$ cat config.mk
export PLATFORM = sky130hd
export DESIGN_NAME = bottom_k_mean_depth_top
export DESIGN_NICKNAME = d
export VERILOG_FILES = /design/src/hdl/bkmd_pkg.sv /design/src/hdl/bottom_k_mean_depth_top.sv /design/src/hdl/bkmd_front.sv /design/src/hdl/bkmd_sorter.sv /design/src/hdl/bkmd_divider.sv
export VERILOG_INCLUDE_DIRS = /design/src /design/src/hdl
export SDC_FILE = /design/constraint.sdc
export NUM_CORES = 2
export LEC_CHECK = 0
export ABC_CLOCK_PERIOD_IN_PS = 7400
export BUFFER_PORTS_ARGS = -buffer_cell sky130_fd_sc_hd__buf_2
export CAP_MARGIN = 25
export CORE_AREA = 2 2 292 352
export DETAILED_ROUTE_END_ITERATION = 8
export DIE_AREA = 0 0 294 354
export MAX_ROUTING_LAYER = met4
export PLACE_DENSITY_LB_ADDON = 0.2
export SKIP_CTS_REPAIR_TIMING = 1
export SLEW_MARGIN = 20
export SYNTH_ARGS = -nofsm -noshare
export SYNTH_HDL_FRONTEND = slang
export SYNTH_SLANG_ARGS = --single-unit
$ cat constraint.sdc
create_clock -name clk -period 7.4 [get_ports clk]
set_input_delay 2.22 -clock clk [delete_from_list [all_inputs] [get_ports clk]]
set_output_delay 2.22 -clock clk [all_outputs]
set_load 0.03 [all_outputs]
$ cat src/hdl/bottom_k_mean_depth_top_macros.svh
// Assertion macros for the bottom-k mean depth block.
// Used by bottom_k_mean_depth_top; no other dependencies.
`ifndef BOTTOM_K_MEAN_DEPTH_TOP_MACROS_SVH
`define BOTTOM_K_MEAN_DEPTH_TOP_MACROS_SVH
`ifndef SYNTHESIS
// Same-cycle implication.
`define BKMD_ASSERT_NOW(label, clk, rst_n, ante, cons) \
  label: assert property (@(posedge clk) disable iff (!rst_n) (ante) |-> (cons)) \
    else $error("bkmd assertion failed");
// Next-cycle implication.
`define BKMD_ASSERT_NEXT(label, clk, rst_n, ante, cons) \
  label: assert property (@(posedge clk) disable iff (!rst_n) (ante) |=> (cons)) \
    else $error("bkmd assertion failed");
`else
`define BKMD_ASSERT_NOW(label, clk, rst_n, ante, cons)
`define BKMD_ASSERT_NEXT(label, clk, rst_n, ante, cons)
`endif
`endif

$ cat src/hdl/bkmd_pkg.sv
// Shared types and constants for the bottom-k mean depth block.
// No dependencies; used by every module of the block.
package bkmd_pkg;

  localparam int MAX_KEEP_DEF    = 16;
  localparam int HEIGHT_BITS_DEF = 24;
  localparam int BOTTOM_N_BITS   = 5;
  localparam int STATUS_BITS     = 2;
  localparam int CFG_IDX_BITS    = 1;
  localparam int FIFO_DEPTH      = 4;
  localparam int FIFO_AW         = 2;

  localparam logic [CFG_IDX_BITS-1:0] CFG_TREE_HEIGHT = 1'b0;
  localparam logic [CFG_IDX_BITS-1:0] CFG_BOTTOM_N    = 1'b1;

  typedef enum logic [STATUS_BITS-1:0] {
    STAT_OK         = 2'd0,
    STAT_BAD_HEIGHT = 2'd1,
    STAT_BAD_COUNT  = 2'd2
  } bkmd_status_t;

  typedef enum logic [2:0] {
    S_RUN,
    S_EVAL,
    S_SUM,
    S_DIV,
    S_OUT
  } bkmd_state_t;

  // Sorter control from the back-end sequencer.
  typedef struct packed {
    logic ins;    // insert a height into the cell chain
    logic shift;  // move every cell one place towards the head
    logic clear;  // empty the list at end of run
  } bkmd_sort_ctrl_t;

endpackage

$ cat src/hdl/bottom_k_mean_depth_top.sv
// Channel | dir | handshake           | payload
// in_     | in  | in_tvalid/in_tready | tdata: height; tlast: last of run
// out_    | out | out_tvalid/tready   | tdata: status, base_height, depth, used_count
// cfg_    | in  | cfg_valid/cfg_ready | cfg_index, cfg_data
//
// Points are taken one per cycle while the queue has room and inserted into the cell chain in order.
// At the last point of a run the sequencer evaluates the configuration, sums the used cells
// as they drain through the head (the last summing state starts the divider), waits for the
// divider, then loads the output register; an error result skips summing and divide.
// A four-entry queue keeps taking points while the end-of-run work or a stalled
// output register holds the back end. Synchronous reset clears control state only.
// Top level of the bottom-k mean depth block: front queue, sorter cells, divider.
// Depends on bkmd_pkg, bkmd_front, bkmd_sorter, bkmd_divider and the macros header.
`include "bottom_k_mean_depth_top_macros.svh"

module bottom_k_mean_depth_top #(
  parameter int MAX_KEEP    = bkmd_pkg::MAX_KEEP_DEF,
  parameter int HEIGHT_BITS = bkmd_pkg::HEIGHT_BITS_DEF,
  localparam int IN_W       = ((HEIGHT_BITS + 7) / 8) * 8,
  localparam int OUT_FW     = 2 * HEIGHT_BITS + 1 + bkmd_pkg::STATUS_BITS +
                              bkmd_pkg::BOTTOM_N_BITS,
  localparam int OUT_W      = ((OUT_FW + 7) / 8) * 8
) (
  input  logic                              clk,
  input  logic                              rst_n,
  input  logic                              in_tvalid,
  output logic                              in_tready,
  input  logic [IN_W-1:0]                   in_tdata,   // [0] height
  input  logic                              in_tlast,
  output logic                              out_tvalid,
  input  logic                              out_tready,
  // from bit 0: status, base_height, depth, used_count
  output logic [OUT_W-1:0]                  out_tdata,
  input  logic                              cfg_valid,
  output logic                              cfg_ready,
  input  logic [bkmd_pkg::CFG_IDX_BITS-1:0] cfg_index,
  input  logic [HEIGHT_BITS-1:0]            cfg_data
);

  localparam int KW   = $clog2(MAX_KEEP + 1);
  localparam int SUMW = HEIGHT_BITS + KW;
  localparam int NB   = bkmd_pkg::BOTTOM_N_BITS;

  // configuration
  logic signed [HEIGHT_BITS-1:0] tree_height_r;
  logic [NB-1:0]                 avg_n_r;

  // front queue
  logic                   q_valid, q_pop, q_last;
  logic [HEIGHT_BITS-1:0] q_height;

  // sorter and divider
  bkmd_pkg::bkmd_sort_ctrl_t sort_ctrl;
  logic [HEIGHT_BITS-1:0]    head;
  logic [KW-1:0]             kept;
  logic                      div_start, div_done;
  logic [HEIGHT_BITS-1:0]    div_quo;

  // back-end sequencer
  bkmd_pkg::bkmd_state_t  state_r, state_nxt;
  bkmd_pkg::bkmd_status_t status_r, status_nxt;
  logic [KW-1:0]          used_r, used_nxt;
  logic [KW-1:0]          cnt_r, cnt_nxt;
  logic [SUMW-1:0]        sum_r, sum_nxt;
  logic [HEIGHT_BITS-1:0] base_r, base_nxt;
  logic [KW-1:0]          want;

  // output register
  logic                   out_valid_r, out_valid_nxt;
  logic                   out_load;
  bkmd_pkg::bkmd_status_t out_status_r;
  logic [HEIGHT_BITS-1:0] out_base_r;
  logic [HEIGHT_BITS:0]   out_crown_r;
  logic [NB-1:0]          out_used_r;
  logic [HEIGHT_BITS:0]   crown;

  assign cfg_ready = 1'b1;

  always_ff @(posedge clk) begin
    if (!rst_n) begin
      tree_height_r <= '0;
      avg_n_r       <= NB'(1);
    end else if (cfg_valid && cfg_ready) begin
      case (cfg_index)
        bkmd_pkg::CFG_TREE_HEIGHT: tree_height_r <= cfg_data;
        bkmd_pkg::CFG_BOTTOM_N:    avg_n_r       <= cfg_data[NB-1:0];
        default: ;
      endcase
    end
  end

  bkmd_front #(
    .HEIGHT_BITS(HEIGHT_BITS)
  ) u_front (
    .clk      (clk),
    .rst_n    (rst_n),
    .s_valid  (in_tvalid),
    .s_ready  (in_tready),
    .s_height (in_tdata[HEIGHT_BITS-1:0]),
    .s_last   (in_tlast),
    .q_valid  (q_valid),
    .q_pop    (q_pop),
    .q_height (q_height),
    .q_last   (q_last)
  );

  bkmd_sorter #(
    .MAX_KEEP   (MAX_KEEP),
    .HEIGHT_BITS(HEIGHT_BITS)
  ) u_sorter (
    .clk        (clk),
    .rst_n      (rst_n),
    .ctrl       (sort_ctrl),
    .ins_height (q_height),
    .head       (head),
    .kept       (kept)
  );

  bkmd_divider #(
    .MAX_KEEP   (MAX_KEEP),
    .HEIGHT_BITS(HEIGHT_BITS)
  ) u_divider (
    .clk      (clk),
    .rst_n    (rst_n),
    .start    (div_start),
    .dividend (sum_r),
    .divisor  (used_r),
    .done     (div_done),
    .quotient (div_quo)
  );

  // averaging count above capacity saturates
  assign want  = (int'(avg_n_r) > MAX_KEEP) ? KW'(MAX_KEEP) : KW'(avg_n_r);
  assign crown = {tree_height_r[HEIGHT_BITS-1], tree_height_r} -
                 {base_r[HEIGHT_BITS-1], base_r};

  always_comb begin
    state_nxt       = state_r;
    status_nxt      = status_r;
    used_nxt        = used_r;
    cnt_nxt         = cnt_r;
    sum_nxt         = sum_r;
    base_nxt        = base_r;
    q_pop           = 1'b0;
    sort_ctrl       = '0;
    div_start       = 1'b0;
    out_load        = 1'b0;
    case (state_r)
      bkmd_pkg::S_RUN: begin
        if (q_valid) begin
          q_pop         = 1'b1;
          sort_ctrl.ins = 1'b1;
          if (q_last) begin
            state_nxt = bkmd_pkg::S_EVAL;
          end
        end
      end
      bkmd_pkg::S_EVAL: begin
        sort_ctrl.clear = 1'b1;
        sum_nxt         = '0;
        cnt_nxt         = '0;
        base_nxt        = '0;
        used_nxt        = '0;
        if (tree_height_r <= 0) begin
          status_nxt = bkmd_pkg::STAT_BAD_HEIGHT;
          state_nxt  = bkmd_pkg::S_OUT;
        end else if (avg_n_r == '0) begin
          status_nxt = bkmd_pkg::STAT_BAD_COUNT;
          state_nxt  = bkmd_pkg::S_OUT;
        end else begin
          status_nxt = bkmd_pkg::STAT_OK;
          used_nxt   = (want < kept) ? want : kept;
          state_nxt  = bkmd_pkg::S_SUM;
        end
      end
      bkmd_pkg::S_SUM: begin
        if (cnt_r == used_r) begin
          div_start = 1'b1;
          state_nxt = bkmd_pkg::S_DIV;
        end else begin
          sort_ctrl.shift = 1'b1;
          sum_nxt         = sum_r + {{KW{head[HEIGHT_BITS-1]}}, head};
          cnt_nxt         = cnt_r + 1'b1;
        end
      end
      bkmd_pkg::S_DIV: begin
        if (div_done) begin
          base_nxt  = div_quo;
          state_nxt = bkmd_pkg::S_OUT;
        end
      end
      bkmd_pkg::S_OUT: begin
        if (!out_valid_r || out_tready) begin
          out_load  = 1'b1;
          state_nxt = bkmd_pkg::S_RUN;
        end
      end
      default: begin
        state_nxt = bkmd_pkg::S_RUN;
      end
    endcase
  end

  always_ff @(posedge clk) begin
    if (!rst_n) begin
      state_r <= bkmd_pkg::S_RUN;
    end else begin
      state_r <= state_nxt;
    end
  end

  always_ff @(posedge clk) begin
    status_r <= status_nxt;
    used_r   <= used_nxt;
    cnt_r    <= cnt_nxt;
    sum_r    <= sum_nxt;
    base_r   <= base_nxt;
  end

  always_comb begin
    out_valid_nxt = out_valid_r;
    if (out_load) begin
      out_valid_nxt = 1'b1;
    end else if (out_tready) begin
      out_valid_nxt = 1'b0;
    end
  end

  always_ff @(posedge clk) begin
    if (!rst_n) begin
      out_valid_r <= 1'b0;
    end else begin
      out_valid_r <= out_valid_nxt;
    end
  end

  always_ff @(posedge clk) begin
    if (out_load) begin
      out_status_r <= status_r;
      out_base_r   <= base_r;
      out_crown_r  <= (status_r == bkmd_pkg::STAT_OK) ? crown : '0;
      out_used_r   <= NB'(used_r);
    end
  end

  assign out_tvalid = out_valid_r;
  assign out_tdata  = OUT_W'({out_used_r, out_crown_r, out_base_r, out_status_r});

  `BKMD_ASSERT_NOW(a_kept_range, clk, rst_n, 1'b1, kept <= KW'(MAX_KEEP))
  `BKMD_ASSERT_NOW(a_err_fields_zero, clk, rst_n,
                   out_valid_r && (out_status_r != bkmd_pkg::STAT_OK),
                   (out_base_r == '0) && (out_used_r == '0) && (out_crown_r == '0))
  `BKMD_ASSERT_NOW(a_result_from_seq, clk, rst_n, $rose(out_valid_r),
                   $past(state_r == bkmd_pkg::S_OUT))
  `BKMD_ASSERT_NEXT(a_div_exit, clk, rst_n, state_r == bkmd_pkg::S_DIV,
                    (state_r == bkmd_pkg::S_DIV) || (state_r == bkmd_pkg::S_OUT))

endmodule

$ cat src/hdl/bkmd_front.sv
// Front end: accepts point transactions and queues height and last flag.
// Depends on bkmd_pkg for the queue depth.
module bkmd_front #(
  parameter int HEIGHT_BITS = bkmd_pkg::HEIGHT_BITS_DEF
) (
  input  logic                   clk,
  input  logic                   rst_n,
  input  logic                   s_valid,
  output logic                   s_ready,
  input  logic [HEIGHT_BITS-1:0] s_height,
  input  logic                   s_last,
  output logic                   q_valid,
  input  logic                   q_pop,
  output logic [HEIGHT_BITS-1:0] q_height,
  output logic                   q_last
);

  localparam int AW = bkmd_pkg::FIFO_AW;

  logic [HEIGHT_BITS:0]  mem_r [bkmd_pkg::FIFO_DEPTH];
  logic [AW-1:0]         wr_ptr_r, wr_ptr_nxt;
  logic [AW-1:0]         rd_ptr_r, rd_ptr_nxt;
  logic [AW:0]           count_r, count_nxt;
  logic                  push, pop;

  assign s_ready  = (count_r != (AW+1)'(bkmd_pkg::FIFO_DEPTH));
  assign q_valid  = (count_r != '0);
  assign push     = s_valid && s_ready;
  assign pop      = q_pop && q_valid;
  assign q_height = mem_r[rd_ptr_r][HEIGHT_BITS-1:0];
  assign q_last   = mem_r[rd_ptr_r][HEIGHT_BITS];

  always_comb begin
    wr_ptr_nxt = push ? wr_ptr_r + 1'b1 : wr_ptr_r;
    rd_ptr_nxt = pop ? rd_ptr_r + 1'b1 : rd_ptr_r;
    count_nxt  = count_r;
    if (push && !pop) begin
      count_nxt = count_r + 1'b1;
    end else if (pop && !push) begin
      count_nxt = count_r - 1'b1;
    end
  end

  always_ff @(posedge clk) begin
    if (!rst_n) begin
      wr_ptr_r <= '0;
      rd_ptr_r <= '0;
      count_r  <= '0;
    end else begin
      wr_ptr_r <= wr_ptr_nxt;
      rd_ptr_r <= rd_ptr_nxt;
      count_r  <= count_nxt;
    end
  end

  always_ff @(posedge clk) begin
    if (push) begin
      mem_r[wr_ptr_r] <= {s_last, s_height};
    end
  end

endmodule

$ cat src/hdl/bkmd_sorter.sv
// Compare-and-shift cell chain holding the smallest heights in ascending order.
// Depends on bkmd_pkg for the control struct.
module bkmd_sorter #(
  parameter int MAX_KEEP    = bkmd_pkg::MAX_KEEP_DEF,
  parameter int HEIGHT_BITS = bkmd_pkg::HEIGHT_BITS_DEF,
  localparam int KW         = $clog2(MAX_KEEP + 1)
) (
  input  logic                      clk,
  input  logic                      rst_n,
  input  bkmd_pkg::bkmd_sort_ctrl_t ctrl,
  input  logic [HEIGHT_BITS-1:0]    ins_height,
  output logic [HEIGHT_BITS-1:0]    head,
  output logic [KW-1:0]             kept
);

  logic [HEIGHT_BITS-1:0] cell_r [MAX_KEEP];
  logic [MAX_KEEP-1:0]    le;
  logic [KW-1:0]          kept_r, kept_nxt;

  // le[i]: cell i is occupied and stays ahead of the new height (ties keep order).
  for (genvar i = 0; i < MAX_KEEP; i++) begin : g_cell
    assign le[i] = (KW'(i) < kept_r) &&
                   ($signed(cell_r[i]) <= $signed(ins_height));
  end

  always_ff @(posedge clk) begin
    for (int i = 0; i < MAX_KEEP; i++) begin
      if (ctrl.shift) begin
        if (i < MAX_KEEP - 1) begin
          cell_r[i] <= cell_r[(i < MAX_KEEP - 1) ? i + 1 : i];
        end
      end else if (ctrl.ins && !le[i]) begin
        if (i == 0) begin
          cell_r[i] <= ins_height;
        end else if (le[(i > 0) ? i - 1 : 0]) begin
          cell_r[i] <= ins_height;
        end else begin
          cell_r[i] <= cell_r[(i > 0) ? i - 1 : 0];
        end
      end
    end
  end

  always_comb begin
    kept_nxt = kept_r;
    if (ctrl.clear) begin
      kept_nxt = '0;
    end else if (ctrl.ins && (kept_r != KW'(MAX_KEEP))) begin
      kept_nxt = kept_r + 1'b1;
    end
  end

  always_ff @(posedge clk) begin
    if (!rst_n) begin
      kept_r <= '0;
    end else begin
      kept_r <= kept_nxt;
    end
  end

  assign head = cell_r[0];
  assign kept = kept_r;

endmodule

$ cat src/hdl/bkmd_divider.sv
// Radix-2 restoring divider: signed sum over small unsigned count, toward zero.
// Depends on bkmd_pkg for default widths.
module bkmd_divider #(
  parameter int MAX_KEEP    = bkmd_pkg::MAX_KEEP_DEF,
  parameter int HEIGHT_BITS = bkmd_pkg::HEIGHT_BITS_DEF,
  localparam int KW         = $clog2(MAX_KEEP + 1),
  localparam int SUMW       = HEIGHT_BITS + KW
) (
  input  logic                   clk,
  input  logic                   rst_n,
  input  logic                   start,
  input  logic [SUMW-1:0]        dividend,
  input  logic [KW-1:0]          divisor,
  output logic                   done,
  output logic [HEIGHT_BITS-1:0] quotient
);

  localparam int CW = $clog2(SUMW);

  logic            busy_r, busy_nxt;
  logic            done_r, done_nxt;
  logic [CW-1:0]   cnt_r, cnt_nxt;
  logic            neg_r;
  logic [SUMW-1:0] quo_r;
  logic [KW-1:0]   rem_r;
  logic [KW-1:0]   div_r;
  logic [KW:0]     rem_sh;
  logic [KW:0]     rem_sub;
  logic            ge;
  logic [SUMW-1:0] quo_neg;
  logic [SUMW-1:0] dvd_neg;

  assign rem_sh  = {rem_r, quo_r[SUMW-1]};
  assign ge      = (rem_sh >= {1'b0, div_r});
  assign rem_sub = rem_sh - {1'b0, div_r};
  assign quo_neg = -quo_r;
  assign dvd_neg = -dividend;

  always_comb begin
    busy_nxt = busy_r;
    done_nxt = 1'b0;
    cnt_nxt  = cnt_r;
    if (start) begin
      busy_nxt = 1'b1;
      cnt_nxt  = '0;
    end else if (busy_r) begin
      cnt_nxt = cnt_r + 1'b1;
      if (cnt_r == CW'(SUMW - 1)) begin
        busy_nxt = 1'b0;
        done_nxt = 1'b1;
      end
    end
  end

  always_ff @(posedge clk) begin
    if (!rst_n) begin
      busy_r <= 1'b0;
      done_r <= 1'b0;
      cnt_r  <= '0;
    end else begin
      busy_r <= busy_nxt;
      done_r <= done_nxt;
      cnt_r  <= cnt_nxt;
    end
  end

  // Dividend magnitude shifts out of quo_r as quotient bits shift in.
  always_ff @(posedge clk) begin
    if (start) begin
      neg_r <= dividend[SUMW-1];
      quo_r <= dividend[SUMW-1] ? dvd_neg : dividend;
      rem_r <= '0;
      div_r <= divisor;
    end else if (busy_r) begin
      quo_r <= {quo_r[SUMW-2:0], ge};
      rem_r <= ge ? rem_sub[KW-1:0] : rem_sh[KW-1:0];
    end
  end

  assign done     = done_r;
  assign quotient = neg_r ? quo_neg[HEIGHT_BITS-1:0] : quo_r[HEIGHT_BITS-1:0];

endmodule

==> impl_metrics.env <==
export IMPL_worstHoldStart="status_r[1]"
export IMPL_skew_ns=0.06653
export IMPL_dp_cells=5630
export IMPL_ff2ff_path_depth=14
export IMPL_first_global_vias=34690
export IMPL_slew_violations=0
export IMPL_io_buffer_count=112
export IMPL_gp_congestion=0.9286
export IMPL_grt_max_degree=67
export IMPL_switchingPower_w=0.01252
export IMPL_pin_count=114
export IMPL_clock_fmax_mhz=164.2
export IMPL_p_comb_share_pct=52.6
export IMPL_critical_path_class="reg -> reg"
export IMPL_arrival_ns=6.51
export IMPL_grt_pass1_wl_um=213800
export IMPL_clk_latency_ns=0.70
export IMPL_p_seq_share_pct=32.6
export IMPL_hold_path_depth=0
export IMPL_swShare_pct=45.09
export IMPL_drt_total_wl_um=142100
export IMPL_synth_async_sr_flop_share_pct=0
export IMPL_grt_overflow_total=0
export IMPL_whs_endpoint="out_status_r[1]"
export IMPL_die_w_um=294
export IMPL_seq_area_frac_synth_pct=44.25
export IMPL_setup_violations=0
export IMPL_ir_worst_vdd_uv=386.8
export IMPL_start_util_pct=45.76
export IMPL_hold_viol=0
export IMPL_critPathLaunchType="flip-flop"
export IMPL_end_kind="flip-flop"
export IMPL_num_rows=128
export IMPL_netlist_instances=4329
export IMPL_clock_root_buffer="clkbuf_16"
export IMPL_cts_made_buffers=78
export IMPL_ys_types=89
export IMPL_route_detailed_drc=0
export IMPL_worst_slew_pin_slew_ns=0.9972
export IMPL_hpwl_um=105800
export IMPL_cts_tree="yes"
export IMPL_drive_above_1_share_pct=13.59
export IMPL_ys_ff_latch=699
export IMPL_nFillCells=9053
export IMPL_area_growth_pct=11.03
export IMPL_fin_util_pct=50.80
export IMPL_fin_crit_sh_pct=82.29
export IMPL_syn_avg_cell_area_um2=10.65
export IMPL_clockBufferDepth=3
export IMPL_grt_total_usage_pct=27.80
export IMPL_max_slew_margin_pct=32.95
export IMPL_power_frac_clock_pct=14.8
export IMPL_htree_levels=3
export IMPL_dieArea_um2=104100
export IMPL_leakagePower_nw=19.94
export IMPL_power_density_nw_per_um2=542.7
export IMPL_synth_edf_count=640
export IMPL_maxCapViolCount=0
export IMPL_finalCriticalPeriod_ns=6.090
export IMPL_status="complete, no violations"
export IMPL_die_h_um=354
export IMPL_rsz0062_at_grt="false"
export IMPL_crit_fanout=17
export IMPL_regToRegSetupSlack_ns=1.31
export IMPL_antenna_left=0
export IMPL_synthFlopType="edfxtp_1"
export IMPL_finalInstanceArea_um2=51180
export IMPL_vias_per_cell=6.123
export IMPL_clk_pin_slew_ns=0.06
export IMPL_p_int_w=0.01525
export IMPL_hp_class="reg -> reg"
export IMPL_wl_per_cell_um=24.59
export IMPL_crit_required_ns=7.82
export IMPL_clock_sinks=699
export IMPL_syn_area_um2=46100
export IMPL_r2r_end="u_sorter.cell_r[1][141]"
export IMPL_syn_nets=4845
export IMPL_placed_cell_area_um2=48470
export IMPL_drt_iter0_markers=2874
export IMPL_ys_warn_count=0
export IMPL_fin_cells=5776
export IMPL_finalNetCount=4927
export IMPL_drtPass1Iterations=6
export IMPL_vias=35370
export IMPL_timing_setup_tns_ns=0
export IMPL_antenna_found_initial=4
export IMPL_core_area_um2=100700
==> synth_stat cells (15+ instances only) <==
cell type	number	area, um^2
edfxtp_1	640	19220
ha_1	457	5718
nand2_1	434	1629
o21ai_0	354	1772
a21oi_1	255	1276
mux2i_1	240	2402
nor2_1	235	882.1
clkbuf_1	180	675.7
mux2_2	170	1914
a21o_1	125	938.4
nand4_1	110	688.2
inv_1	108	405.4
nand3_1	86	430.4
o31ai_1	63	473.0
xor2_1	62	543.0
dfxtp_1	59	1181
nor2b_1	52	325.3
nor3_1	48	240.2
xnor2_1	43	376.6
or3_1	40	250.2
nand2b_1	38	237.7
a31oi_1	36	225.2
buf_2	36	180.2
a21boi_0	34	255.2
o21a_1	29	217.7
o31a_1	29	254.0
o21bai_1	28	210.2
mux4_2	25	563.0
o2111ai_1	23	201.4
nand3b_1	22	165.2
nand4b_1	21	183.9
mux2_1	18	202.7
a211oi_1	15	112.6
==> state kept, by name, indices dropped and copies added (netlist names), 24 cells and up, named ones only <==
register and cells:
sum_r 29, base_r 24, u_sorter.cell_r 384, u_front.mem_r 100, out_base_r 24, u_divider.quo_r 29
out_crown_r 25, tree_height_r 24
==> critical path, cell delays in order, from the launching register on <==
cell	delay (ns)
dfxtp_2	0.61
buf_12	0.23
mux4_2	0.85
inv_1	0.66
ha_1	0.38
a21o_1	0.18
a21o_1	0.17
a211oi_1	0.27
o21ai_0	0.14
a2111o_1	0.41
o21ai_0	0.50
nand2_1	0.65
buf_4	0.45
mux2i_1	0.16
o21ai_0	0.10
==> metrics by stage <==
step                setup slack [ns]  hold slack, ns  total power, W
floorplan                      1.224          0.4174         0.01845
global placement               1.458          0.4276         0.02315
detailed placement             1.415          0.4274         0.02345
CTS                            1.366          0.4396         0.02763
global route                   1.086          0.4618         0.02966
finish                         1.310          0.4421         0.02777
==> kinds of logic (layout without fill, tap and decap cells) <==
family,Yosys count,count (layout),synth area share (%)
adder cells (fa/ha/maj),461,461,12.58
AND/OR/NAND/NOR,1178,1178,12.39
buffers and inverters,356,502,3.225
multiplexers,453,453,11.03
flip-flops,699,699,44.25
other,1,2,0.008135
XOR/XNOR,105,105,1.995
AO/OA/AOI/OAI,1076,1076,14.52
==> power groups by stage <==
stage          sequential (W)  clock [W]  combinational [W]
2_1_floorplan         0.00808          0             0.0104
3_3_place_gp          0.00905          0             0.0141
3_5_place_dp          0.00903          0             0.0144
4_1_cts               0.00896    0.00419             0.0145
5_1_grt               0.00913    0.00433             0.0162
6_report              0.00905    0.00412             0.0146
==> how the worst max path moves through the flow <==
stage / from / cells past startpoint / end
floorplan: flip-flop / 15 / u_sorter.cell_r[0][72]
global placement: flip-flop / 14 / u_sorter.cell_r[1][141]
detailed placement: flip-flop / 13 / u_sorter.cell_r[1][162]
CTS: flip-flop / 14 / u_sorter.cell_r[1][141]
global route: flip-flop / 15 / u_sorter.cell_r[1][66]
finish: flip-flop / 14 / u_sorter.cell_r[1][141]
==> routing by layer <==
metal / vias up / wire [um] / GRT usage, %
li1: 16550 / - / -
met1: 17070 / 57600 / 33.59
met2: 1335 / 66970 / 45.14
met3: 412 / 9006 / 3.861
met4: 0 / 8474 / 14.64
met5: - / 0 / -
==> layout make-up <==
class	instances	area, um^2	area share (%)
inverter	111	416.7	0.8141
tap	1300	1627	3.178
antenna	1	2.502	0.004889
timing repair buffer	247	1648	3.220
multi-input combinational	3274	24390	47.66
clock inverter	52	679.4	1.327
clock buffer	92	2014	3.936
sequential	699	20400	39.86
==> cell usage in the layout (no fill, tap or decap), types with 25 or more instances in the layout <==
cell       Yosys  layout
nand3_1       86      86
o31ai_1       63      61
inv_1        108     107
dfxtp_1       59      58
nand2_1      434     432
o21ai_0      354     349
o21bai_1      28      28
edfxtp_1     640     640
ha_1         457     457
mux4_2        25      25
a21o_1       125     125
xnor2_1       43      43
nor2_1       235     233
mux2_2       170     170
nand2b_1      38      38
nor3_1        48      48
a21oi_1      255     253
a21boi_0      34      34
nand4_1      110     110
buf_2         36     112
o21a_1        29      29
buf_4         13     129
mux2i_1      240     240
o31a_1        29      29
or3_1         40      40
nor2b_1       52      51
xor2_1        62      62
clkbuf_16      0      78
a31oi_1       36      36
(Power assumes the default switching activity.)
